==> src/hdl/sard_pkg.sv <==
// ----------------------------------------------------------------------------
// sard_pkg
// Shared types and constants for the two-queue ratio dispatcher: field widths,
// operation codes, sequencer states and the controller/datapath structs.
// ----------------------------------------------------------------------------
package sard_pkg;

  localparam int unsigned OP_W    = 2;
  localparam int unsigned TAG_W   = 8;
  localparam int unsigned RATIO_W = 8;

  localparam logic [RATIO_W-1:0] BATCH_RATIO_RST = 8'd4;

  typedef enum logic [1:0] {
    OP_ADD      = 2'd0,
    OP_DISPATCH = 2'd1,
    OP_DRAIN    = 2'd2,
    OP_MERGE    = 2'd3
  } op_e;

  typedef enum logic [3:0] {
    ST_IDLE,
    ST_DECODE,
    ST_REJECT,
    ST_POP,
    ST_EMIT,
    ST_SCAN,
    ST_CHECK,
    ST_SHIFT_RD,
    ST_SHIFT_WR
  } state_e;

  // controller -> datapath
  typedef struct packed {
    logic latch_item;
    logic push;
    logic pop;
    logic load_pop;
    logic load_reject;
    logic scan_start;
    logic scan_rd;
    logic idx_inc;
    logic shift_rd;
    logic shift_wr;
    logic count_dec;
  } cmd_t;

  // datapath -> controller
  typedef struct packed {
    op_e  op;
    logic sel_full;
    logic pop_avail;
    logic rd_last;
    logic scan_done;
    logic match;
    logic shift_done;
    logic out_free;
  } stat_t;

endpackage

==> src/hdl/sard_req_if.sv <==
// ----------------------------------------------------------------------------
// sard_req_if
// Request channel: operation, tag and queue select with valid/ready.
// ----------------------------------------------------------------------------
interface sard_req_if import sard_pkg::*; ();

  logic             valid;
  logic             ready;
  logic [OP_W-1:0]  operation;
  logic [TAG_W-1:0] request_tag;
  logic             is_sync;

  modport source (output valid, output operation, output request_tag, output is_sync,
                  input ready);
  modport sink   (input valid, input operation, input request_tag, input is_sync,
                  output ready);

endinterface

==> src/hdl/sard_rsp_if.sv <==
// ----------------------------------------------------------------------------
// sard_rsp_if
// Result channel: dispatched or rejected tag with status and last marker.
// ----------------------------------------------------------------------------
interface sard_rsp_if import sard_pkg::*; ();

  logic             valid;
  logic             ready;
  logic [TAG_W-1:0] out_tag;
  logic             from_sync;
  logic             status;
  logic             last;

  modport source (output valid, output out_tag, output from_sync, output status,
                  output last, input ready);
  modport sink   (input valid, input out_tag, input from_sync, input status,
                  input last, output ready);

endinterface

==> src/hdl/sard_dp.sv <==
// ----------------------------------------------------------------------------
// sard_dp
// Datapath: tag memory holding both circular queues, head pointers, counts,
// item registers, scan index, read register and the result register.
// ----------------------------------------------------------------------------
module sard_dp import sard_pkg::*; #(
  parameter int unsigned QUEUE_DEPTH = 16,
  parameter int unsigned TAG_BITS    = 8
) (
  input  logic               clk_i,
  input  logic               rst_ni,
  input  cmd_t               cmd_i,
  output stat_t              stat_o,
  input  logic               cfg_we_i,
  input  logic [RATIO_W-1:0] cfg_wdata_i,
  input  logic [OP_W-1:0]    in_op_i,
  input  logic [TAG_W-1:0]   in_tag_i,
  input  logic               in_sync_i,
  input  logic               out_ready_i,
  output logic               out_valid_o,
  output logic [TAG_W-1:0]   out_tag_o,
  output logic               out_sync_o,
  output logic               out_status_o,
  output logic               out_last_o
);

  localparam int unsigned IW    = $clog2(QUEUE_DEPTH);
  localparam int unsigned CW    = $clog2(QUEUE_DEPTH + 1);
  localparam int unsigned AW    = IW + 1;
  localparam int unsigned MEM_N = 2 ** AW;
  localparam logic [CW-1:0] DEPTH_C = CW'(QUEUE_DEPTH);
  localparam logic [CW:0]   DEPTH_X = (CW + 1)'(QUEUE_DEPTH);
  localparam logic [IW-1:0] HEAD_MAX = IW'(QUEUE_DEPTH - 1);

  // physical slot of logical position off behind head
  function automatic logic [IW-1:0] wrap_add(input logic [IW-1:0] base,
                                             input logic [CW-1:0] off);
    logic [CW:0] s;
    s = (CW + 1)'(base) + (CW + 1)'(off);
    if (s >= DEPTH_X) begin
      s = s - DEPTH_X;
    end
    return s[IW-1:0];
  endfunction

  logic [TAG_BITS-1:0] mem [MEM_N];

  logic [IW-1:0]        head_q  [2];
  logic [CW-1:0]        count_q [2];
  logic [RATIO_W-1:0]   ratio_q;
  logic [RATIO_W-1:0]   ratio_left_q;
  op_e                  op_q;
  logic [TAG_BITS-1:0]  tag_q;
  logic                 sel_q;
  logic [CW-1:0]        idx_q;
  logic [TAG_BITS-1:0]  rd_data_q;
  logic                 rd_last_q;
  logic                 rd_sync_q;
  logic                 out_valid_q;
  logic [TAG_W-1:0]     out_tag_q;
  logic                 out_sync_q;
  logic                 out_status_q;
  logic                 out_last_q;

  logic [TAG_BITS+TAG_W-1:0] in_ext, rd_ext, rej_ext;
  logic [TAG_BITS-1:0]  tag_in;
  logic [CW-1:0]        cnt_s, cnt_a, cnt_sel, idx_nxt;
  logic [IW-1:0]        head_sel, head_pop, head_inc;
  logic                 is_disp, sync_ok, async_ok, pop_sync, pop_last, sync_last;
  logic [AW-1:0]        rd_addr, wr_addr;
  logic [TAG_BITS-1:0]  wr_data;
  logic                 rd_en, wr_en;

  assign in_ext  = {{TAG_BITS{1'b0}}, in_tag_i};
  assign tag_in  = in_ext[TAG_BITS-1:0];
  assign rd_ext  = {{TAG_W{1'b0}}, rd_data_q};
  assign rej_ext = {{TAG_W{1'b0}}, tag_q};

  assign cnt_s    = count_q[1];
  assign cnt_a    = count_q[0];
  assign cnt_sel  = count_q[sel_q];
  assign head_sel = head_q[sel_q];
  assign idx_nxt  = idx_q + CW'(1);

  // pop selection for dispatch and drain runs
  assign is_disp   = (op_q == OP_DISPATCH);
  assign sync_ok   = (cnt_s != '0) && (!is_disp || ratio_left_q != '0);
  assign async_ok  = (cnt_a != '0);
  assign pop_sync  = sync_ok;
  assign sync_last = ((cnt_s == CW'(1)) || (is_disp && ratio_left_q == RATIO_W'(1)))
                     && (cnt_a == '0);
  assign pop_last  = pop_sync ? sync_last : (is_disp || cnt_a == CW'(1));
  assign head_pop  = head_q[pop_sync];
  assign head_inc  = (head_pop == HEAD_MAX) ? '0 : head_pop + IW'(1);

  always_comb begin
    if (cmd_i.pop) begin
      rd_addr = {pop_sync, head_pop};
    end else if (cmd_i.shift_rd) begin
      rd_addr = {sel_q, wrap_add(head_sel, idx_nxt)};
    end else begin
      rd_addr = {sel_q, wrap_add(head_sel, idx_q)};
    end
    if (cmd_i.push) begin
      wr_addr = {sel_q, wrap_add(head_sel, cnt_sel)};
      wr_data = tag_q;
    end else begin
      wr_addr = {sel_q, wrap_add(head_sel, idx_q)};
      wr_data = rd_data_q;
    end
  end

  assign rd_en = cmd_i.pop || cmd_i.scan_rd || cmd_i.shift_rd;
  assign wr_en = cmd_i.push || cmd_i.shift_wr;

  always_ff @(posedge clk_i) begin
    if (wr_en) begin
      mem[wr_addr] <= wr_data;
    end
    if (rd_en) begin
      rd_data_q <= mem[rd_addr];
    end
  end

  always_ff @(posedge clk_i or negedge rst_ni) begin
    if (!rst_ni) begin
      head_q[0]   <= '0;
      head_q[1]   <= '0;
      count_q[0]  <= '0;
      count_q[1]  <= '0;
      ratio_q     <= BATCH_RATIO_RST;
      out_valid_q <= 1'b0;
    end else begin
      if (cfg_we_i) begin
        ratio_q <= cfg_wdata_i;
      end
      if (cmd_i.push) begin
        count_q[sel_q] <= cnt_sel + CW'(1);
      end
      if (cmd_i.count_dec) begin
        count_q[sel_q] <= cnt_sel - CW'(1);
      end
      if (cmd_i.pop) begin
        head_q[pop_sync]  <= head_inc;
        count_q[pop_sync] <= count_q[pop_sync] - CW'(1);
      end
      if (cmd_i.load_pop || cmd_i.load_reject) begin
        out_valid_q <= 1'b1;
      end else if (out_ready_i) begin
        out_valid_q <= 1'b0;
      end
    end
  end

  always_ff @(posedge clk_i) begin
    if (cmd_i.latch_item) begin
      op_q         <= op_e'(in_op_i);
      tag_q        <= tag_in;
      sel_q        <= in_sync_i;
      ratio_left_q <= ratio_q;
    end
    if (cmd_i.pop) begin
      rd_last_q <= pop_last;
      rd_sync_q <= pop_sync;
      if (pop_sync && is_disp) begin
        ratio_left_q <= ratio_left_q - RATIO_W'(1);
      end
    end
    if (cmd_i.scan_start) begin
      idx_q <= '0;
    end else if (cmd_i.idx_inc || cmd_i.shift_wr) begin
      idx_q <= idx_nxt;
    end
    if (cmd_i.load_pop) begin
      out_tag_q    <= rd_ext[TAG_W-1:0];
      out_sync_q   <= rd_sync_q;
      out_status_q <= 1'b0;
      out_last_q   <= rd_last_q;
    end else if (cmd_i.load_reject) begin
      out_tag_q    <= rej_ext[TAG_W-1:0];
      out_sync_q   <= sel_q;
      out_status_q <= 1'b1;
      out_last_q   <= 1'b1;
    end
  end

  assign stat_o.op         = op_q;
  assign stat_o.sel_full   = (cnt_sel == DEPTH_C);
  assign stat_o.pop_avail  = sync_ok || async_ok;
  assign stat_o.rd_last    = rd_last_q;
  assign stat_o.scan_done  = (idx_q >= cnt_sel);
  assign stat_o.match      = (rd_data_q == tag_q);
  assign stat_o.shift_done = (idx_nxt >= cnt_sel);
  assign stat_o.out_free   = !out_valid_q || out_ready_i;

  assign out_valid_o  = out_valid_q;
  assign out_tag_o    = out_tag_q;
  assign out_sync_o   = out_sync_q;
  assign out_status_o = out_status_q;
  assign out_last_o   = out_last_q;

endmodule

==> src/hdl/sard_ctrl.sv <==
// ----------------------------------------------------------------------------
// sard_ctrl
// Sequencer: decodes the latched item and steps the datapath through adds,
// pop runs, merge scans and the shift that closes the gap after a removal.
// ----------------------------------------------------------------------------
module sard_ctrl import sard_pkg::*; (
  input  logic  clk_i,
  input  logic  rst_ni,
  input  logic  in_valid_i,
  output logic  in_ready_o,
  input  stat_t stat_i,
  output cmd_t  cmd_o
);

  state_e state_q, state_d;

  always_ff @(posedge clk_i or negedge rst_ni) begin
    if (!rst_ni) begin
      state_q <= ST_IDLE;
    end else begin
      state_q <= state_d;
    end
  end

  always_comb begin
    state_d    = state_q;
    cmd_o      = '0;
    in_ready_o = 1'b0;
    case (state_q)
      ST_IDLE: begin
        in_ready_o = 1'b1;
        if (in_valid_i) begin
          cmd_o.latch_item = 1'b1;
          state_d          = ST_DECODE;
        end
      end
      ST_DECODE: begin
        case (stat_i.op)
          OP_ADD: begin
            if (stat_i.sel_full) begin
              state_d = ST_REJECT;
            end else begin
              cmd_o.push = 1'b1;
              state_d    = ST_IDLE;
            end
          end
          OP_DISPATCH, OP_DRAIN: state_d = ST_POP;
          OP_MERGE: begin
            cmd_o.scan_start = 1'b1;
            state_d          = ST_SCAN;
          end
          default: state_d = ST_IDLE;
        endcase
      end
      ST_REJECT: begin
        if (stat_i.out_free) begin
          cmd_o.load_reject = 1'b1;
          state_d           = ST_IDLE;
        end
      end
      ST_POP: begin
        if (!stat_i.pop_avail) begin
          state_d = ST_IDLE;
        end else if (stat_i.out_free) begin
          cmd_o.pop = 1'b1;
          state_d   = ST_EMIT;
        end
      end
      ST_EMIT: begin
        // result register is empty here: it was free when the pop was issued
        cmd_o.load_pop = 1'b1;
        state_d        = stat_i.rd_last ? ST_IDLE : ST_POP;
      end
      ST_SCAN: begin
        if (stat_i.scan_done) begin
          state_d = ST_IDLE;
        end else begin
          cmd_o.scan_rd = 1'b1;
          state_d       = ST_CHECK;
        end
      end
      ST_CHECK: begin
        if (stat_i.match) begin
          state_d = ST_SHIFT_RD;
        end else begin
          cmd_o.idx_inc = 1'b1;
          state_d       = ST_SCAN;
        end
      end
      ST_SHIFT_RD: begin
        if (stat_i.shift_done) begin
          cmd_o.count_dec = 1'b1;
          state_d         = ST_IDLE;
        end else begin
          cmd_o.shift_rd = 1'b1;
          state_d        = ST_SHIFT_WR;
        end
      end
      ST_SHIFT_WR: begin
        cmd_o.shift_wr = 1'b1;
        state_d        = ST_SHIFT_RD;
      end
      default: state_d = ST_IDLE;
    endcase
  end

endmodule

==> src/hdl/sync_async_ratio_dispatcher.sv <==
// ----------------------------------------------------------------------------
// sync_async_ratio_dispatcher
// Two tag queues (sync, async) with weighted round-robin dispatch, drain,
// add with full rejection and remove-by-tag.
//
//   channel   dir   handshake        payload
//   req       in    valid/ready      operation, request_tag, is_sync
//   rsp       out   valid/ready      out_tag, from_sync, status, last
//   cfg       in    cfg_we_i         cfg_wdata_i -> batch ratio register
//
// One item at a time. Add: the item is pushed, or rejected once the result register is free.
// Dispatch/drain: each result comes from the registered read of the tag memory
// feeding the one result register; a run with nothing queued gives no result.
// Merge: entries are scanned for the tag, then those after the match are shifted down.
// Reset clears counts and pointers at once; there is no clearing pass.
// A stalled rsp holds the sequencer; req is taken again once a run finishes.
// ----------------------------------------------------------------------------
module sync_async_ratio_dispatcher import sard_pkg::*; #(
  parameter int unsigned QUEUE_DEPTH = 16,
  parameter int unsigned TAG_BITS    = 8
) (
  input  logic               clk_i,
  input  logic               rst_ni,
  input  logic               cfg_we_i,
  input  logic [RATIO_W-1:0] cfg_wdata_i,
  sard_req_if.sink           req,
  sard_rsp_if.source         rsp
);

  cmd_t  cmd;
  stat_t stat;
  logic  in_ready;

  assign req.ready = in_ready;

  sard_ctrl u_ctrl (
    .clk_i      (clk_i),
    .rst_ni     (rst_ni),
    .in_valid_i (req.valid),
    .in_ready_o (in_ready),
    .stat_i     (stat),
    .cmd_o      (cmd)
  );

  sard_dp #(
    .QUEUE_DEPTH (QUEUE_DEPTH),
    .TAG_BITS    (TAG_BITS)
  ) u_dp (
    .clk_i        (clk_i),
    .rst_ni       (rst_ni),
    .cmd_i        (cmd),
    .stat_o       (stat),
    .cfg_we_i     (cfg_we_i),
    .cfg_wdata_i  (cfg_wdata_i),
    .in_op_i      (req.operation),
    .in_tag_i     (req.request_tag),
    .in_sync_i    (req.is_sync),
    .out_ready_i  (rsp.ready),
    .out_valid_o  (rsp.valid),
    .out_tag_o    (rsp.out_tag),
    .out_sync_o   (rsp.from_sync),
    .out_status_o (rsp.status),
    .out_last_o   (rsp.last)
  );

  // a transfer on req is always followed by a busy cycle
  a_req_busy: assert property (@(posedge clk_i) disable iff (!rst_ni)
    (req.valid && req.ready) |=> !req.ready)
    else $error("req taken twice in a row");

  a_no_overwrite: assert property (@(posedge clk_i) disable iff (!rst_ni)
    (cmd.load_pop || cmd.load_reject) |-> stat.out_free)
    else $error("result register overwritten while pending");

  a_push_room: assert property (@(posedge clk_i) disable iff (!rst_ni)
    cmd.push |-> !stat.sel_full)
    else $error("push into full queue");

  a_last_ends_run: assert property (@(posedge clk_i) disable iff (!rst_ni)
    (cmd.load_pop && stat.rd_last) |=> req.ready)
    else $error("sequencer not idle after last result");

endmodule
==> src/flat_wrapper.sv <==
// flat-port wrapper written by rule: the top's interface ports become plain ports
module sync_async_ratio_dispatcher_flat import sard_pkg::*;
#(
  parameter int unsigned QUEUE_DEPTH = 16,
  parameter int unsigned TAG_BITS    = 8
)
  (clk_i, rst_ni, cfg_we_i, cfg_wdata_i, req_valid, req_operation, req_request_tag, req_is_sync, req_ready, rsp_valid, rsp_out_tag, rsp_from_sync, rsp_status, rsp_last, rsp_ready);
  sard_req_if req_i ();
  sard_rsp_if rsp_i ();
  input  logic clk_i;
  input  logic rst_ni;
  input  logic cfg_we_i;
  input  logic [RATIO_W-1:0] cfg_wdata_i;
  input wire logic [$bits(req_i.valid)-1:0] req_valid;
  input wire logic [$bits(req_i.operation)-1:0] req_operation;
  input wire logic [$bits(req_i.request_tag)-1:0] req_request_tag;
  input wire logic [$bits(req_i.is_sync)-1:0] req_is_sync;
  output wire logic [$bits(req_i.ready)-1:0] req_ready;
  output wire logic [$bits(rsp_i.valid)-1:0] rsp_valid;
  output wire logic [$bits(rsp_i.out_tag)-1:0] rsp_out_tag;
  output wire logic [$bits(rsp_i.from_sync)-1:0] rsp_from_sync;
  output wire logic [$bits(rsp_i.status)-1:0] rsp_status;
  output wire logic [$bits(rsp_i.last)-1:0] rsp_last;
  input wire logic [$bits(rsp_i.ready)-1:0] rsp_ready;
  assign req_i.valid = req_valid;
  assign req_i.operation = req_operation;
  assign req_i.request_tag = req_request_tag;
  assign req_i.is_sync = req_is_sync;
  assign req_ready = req_i.ready;
  assign rsp_valid = rsp_i.valid;
  assign rsp_out_tag = rsp_i.out_tag;
  assign rsp_from_sync = rsp_i.from_sync;
  assign rsp_status = rsp_i.status;
  assign rsp_last = rsp_i.last;
  assign rsp_i.ready = rsp_ready;
  sync_async_ratio_dispatcher #(.QUEUE_DEPTH(QUEUE_DEPTH), .TAG_BITS(TAG_BITS)) u_core (.clk_i(clk_i), .rst_ni(rst_ni), .cfg_we_i(cfg_we_i), .cfg_wdata_i(cfg_wdata_i), .req(req_i), .rsp(rsp_i));
endmodule
==> config.mk <==
export PLATFORM = sky130hd
export DESIGN_NAME = sync_async_ratio_dispatcher_flat
export DESIGN_NICKNAME = d
export VERILOG_FILES = /design/src/hdl/sard_pkg.sv /design/src/hdl/sard_req_if.sv /design/src/hdl/sard_rsp_if.sv /design/src/hdl/sard_dp.sv /design/src/hdl/sard_ctrl.sv /design/src/hdl/sync_async_ratio_dispatcher.sv /design/src/flat_wrapper.sv
export SDC_FILE = /design/constraint.sdc
export NUM_CORES = 1
export LEC_CHECK = 0
export ABC_AREA = 0
export BUFFER_PORTS_ARGS = -buffer_cell sky130_fd_sc_hd__buf_2
export CORE_UTILIZATION = 50
export DETAILED_ROUTE_END_ITERATION = 10
export PLACE_DENSITY_LB_ADDON = 0.15
export SLEW_MARGIN = 30
export SYNTH_ARGS = -nofsm -noshare
export SYNTH_HDL_FRONTEND = slang
export SYNTH_SLANG_ARGS = --single-unit
==> constraint.sdc <==
create_clock -name clk_i -period 13.1 [get_ports clk_i]
set_input_delay 0 -clock clk_i [delete_from_list [all_inputs] [get_ports clk_i]]
set_output_delay 0 -clock clk_i [all_outputs]
set_load 0.03 [all_outputs]
==> results.cfg <==
[outcome]
run_status = completed

[finish]
num_antenna_cells = 0
design_area_sq_um = 16980
layout-drive-gt1-share_pct = 11.79
syn_to_final_growth_pct = 12.64
postLayoutCoreUtil_pct = 57.28
nets = 1351

[sta]
slew_violations = 0
fmax_mhz = 186.2
fin_crit_sh_pct = 40.99
relSlewSlack_pct = 34.98
hold_viol = 0
setup_tns_ns = 0
period_minus_slack_ns = 5.369
setup_viol = 0
tightest_slew_ns = 0.9753
rsz0062_at_grt = false
fin_skew_ns = 0.01696

[route]
num_vias = 10320
drt-vias-per-instance = 6.055
avgRoutedWirePerCell_um = 21.73
routed_wl_um = 37050
ant_nets = 0
firstDrtPassIters = 5
drc = 0
drtIter0Drc = 1090

[setup_path]
worstSetupStartpoint = u_core.u_dp.op_q[1]
worstPathMaxFanout = 87
critPathSlowestCell = buf_4
reg2reg_to = u_core.u_dp.rd_data_q[1]
arrival_ns = 5.62
crit_path_end_kind = register
r2r_slack_ns = 7.73
cp-endpoint = u_core.u_dp.rd_data_q[1]
crit-reg2reg-launch = u_core.u_dp.op_q[1]
crit_required_ns = 13.35
path_cells = inv_1, ha_1, nor4b_2, a32o_1, inv_2, o31ai_4, inv_2, and2_1, a31oi_4, buf_4, nand2_1, o22ai_1, nor4_2
crit_top_cell = inv_2
rr_worst_depth = 13
cp-start-kind = register
slowest_delay_ns = 0.72
criticalPathCategory = reg2reg

[clock_network]
clk_latency_ns = 0.52
clk_pin_slew_worst_paths_ns = 0.06
cts_tree = built
clock_sinks = 332
numCtsBuffers = 37
clk_path_buf_depth = 3
htreeDepth = 2
root_buffer = clkbuf_16

[global_route]
grtUsageTotal_pct = 24.41
grt_pass1_wl_um = 57580
grt_max_degree = 99
grt_pass1_vias = 9771
grt_overflow = 0
antenna_found_initial = 0

[floorplan]
fp.dieH_um = 175.6
io_pins = 37
coreArea_sq_um = 29640
die_w_um = 175.6
fp-row-count = 63
initial_utilization_pct = 50.85
die_area_sq_um = 30840

[synthesis]
synth.top_cell.area_share_pct = 57.19
synthTopCellsByArea = edfxtp_1, nand2_1, dfrtp_1
synth.cells.most_frequent = edfxtp_1, nand2_1, nor2_1
yosysTopAreaCell = edfxtp_1
syn_nets = 1295
avgSynthCellArea_sq_um = 12.17
synth_top_flop_cell = edfxtp_1
synth_cell_types = 64
synth.most_common_cell = edfxtp_1
synth_area_sq_um = 15070
seq_area_frac_synth_pct = 64.20
synth_edf_count = 287
ys_ff_latch = 332
yosys_warnings = 0
synthCells = 1238
async_reset_ff_share_pct = 9.337

[placed_design]
dpl.hpwl_um = 23130
port_buffers = 36
place_congestion = 0.8689
post_dp_cell_area_sq_um = 15580

[min_path]
min_path_type = in2async

[pwr]
power.leakage_nw = 5.984
total_power_w = 0.004249
power_density_nw_per_um2 = 250.3
peakVddDrop_mv = 0.1375

[job]
max_cap_viol_count = 0
[metrics by stage]
step	worst slack [ns]	hold slack [ns]	cells
3_5_place_dp	7.806	0.1247	1614
3_3_place_gp	7.871	0.1170	1614
6_report	7.731	0.09328	1705
5_1_grt	7.337	0.1798	1705
4_1_cts	7.796	0.1273	1705
2_1_floorplan	8.835	-0.2956	1238
[worst min path at each step]
stage | startpoint | end | slack (ns) | cells past startpoint
3_3_place_gp | rst_ni | u_core.u_dp.head_q[6] | 0.12 | 1
5_1_grt | rst_ni | u_core.u_dp.head_q[6] | 0.18 | 2
6_report | rst_ni | u_core.u_dp.head_q[3] | 0.09 | 2
3_5_place_dp | rst_ni | u_core.u_dp.head_q[5] | 0.12 | 1
2_1_floorplan | rst_ni | u_core.u_ctrl.state_q[0] | -0.30 | 0
4_1_cts | rst_ni | u_core.u_dp.head_q[3] | 0.13 | 2
[registers in the layout, indices dropped and copies added, names as in the netlist, 4 cells and up]
| signal | flops |
|---|---|
| u_core.u_dp.idx_q | 5 |
| u_core.u_dp.mem | 256 |
| u_core.u_ctrl.state_q | 4 |
| u_core.u_dp.rd_data_q | 8 |
| u_core.u_dp.ratio_q | 8 |
| u_core.u_dp.head_q | 8 |
| u_core.u_dp.cnt_a | 5 |
| u_core.u_dp.ratio_left_q | 8 |
| u_core.u_dp.tag_q | 8 |
| u_core.u_dp.out_tag_o | 8 |
| u_core.u_dp.cnt_s | 5 |
[kinds of logic after synthesis]
kind of cell             synth area share [%]
XOR/XNOR                                2.034
multiplexers                            3.196
adder cells (fa/ha/maj)                 2.889
AND/OR/NAND/NOR                         10.95
AO/OA/AOI/OAI                           13.90
buffers and inverters                   2.831
flip-flops                              64.20
[routing by layer]
| layer | GRT usage [%] | vias up | wire, um |
|---|---|---|---|
| li1 | - | 4776 | - |
| met3 | 3.203 | 60 | 2355 |
| met2 | 37.24 | 359 | 16510 |
| met1 | 36.67 | 5128 | 17360 |
| met5 | 0 | - | 0 |
| met4 | 6.703 | 0 | 820 |
[power by group]
group	internal (W)	switching, W	total, W
combinational	0.000592	0.00124	0.00183
sequential	0.00138	0.0000903	0.00147
clock	0.000542	0.000402	0.000945
[cells in the final DEF, fill, tap and decap left out, drive strengths merged, types with 6 or more instances in the layout]
cell | Yosys | final
edfxtp | 287 | 287
nand2b | 6 | 6
mux2 | 25 | 25
dlygate4sd3 | 0 | 31
a32oi | 38 | 38
ha | 30 | 30
nand2 | 212 | 212
nand3 | 25 | 25
xnor2 | 25 | 25
mux2i | 20 | 20
nor3 | 15 | 15
o21ai | 57 | 57
buf | 35 | 52
clkbuf | 31 | 45
inv | 30 | 32
a21oi | 76 | 76
o22ai | 33 | 33
xor2 | 10 | 10
a31oi | 38 | 38
dfxtp | 14 | 14
a22oi | 31 | 31
nor2 | 82 | 82
dfrtp | 30 | 30
nor4 | 11 | 11
clkinv | 0 | 12
[area by class of cell]
cell class,instances,area (sq um)
fill,2444,12660
clock buffer,45,1007
inverter,30,112.6
multi-input combinational,810,5004
tap,390,488.0
clock inverter,15,75.07
timing repair buffer,83,614.3
sequential,332,9676
[critical path: cells and delay by family, from the launching register on]
kind	cells	cell delay, ns
fa+ha+maj	1	0.25
simple gates	4	1.18
buf+inv	4	1.35
compound gates	4	1.91
flops	1	0.39
[timing repair]
item                                   CTS  global route
resized for setup                        0             0
hold buffers                            31             0
buffers inserted                         0             0
endpoints found under the hold margin   52             0
Power figures use the tool's default switching activity.
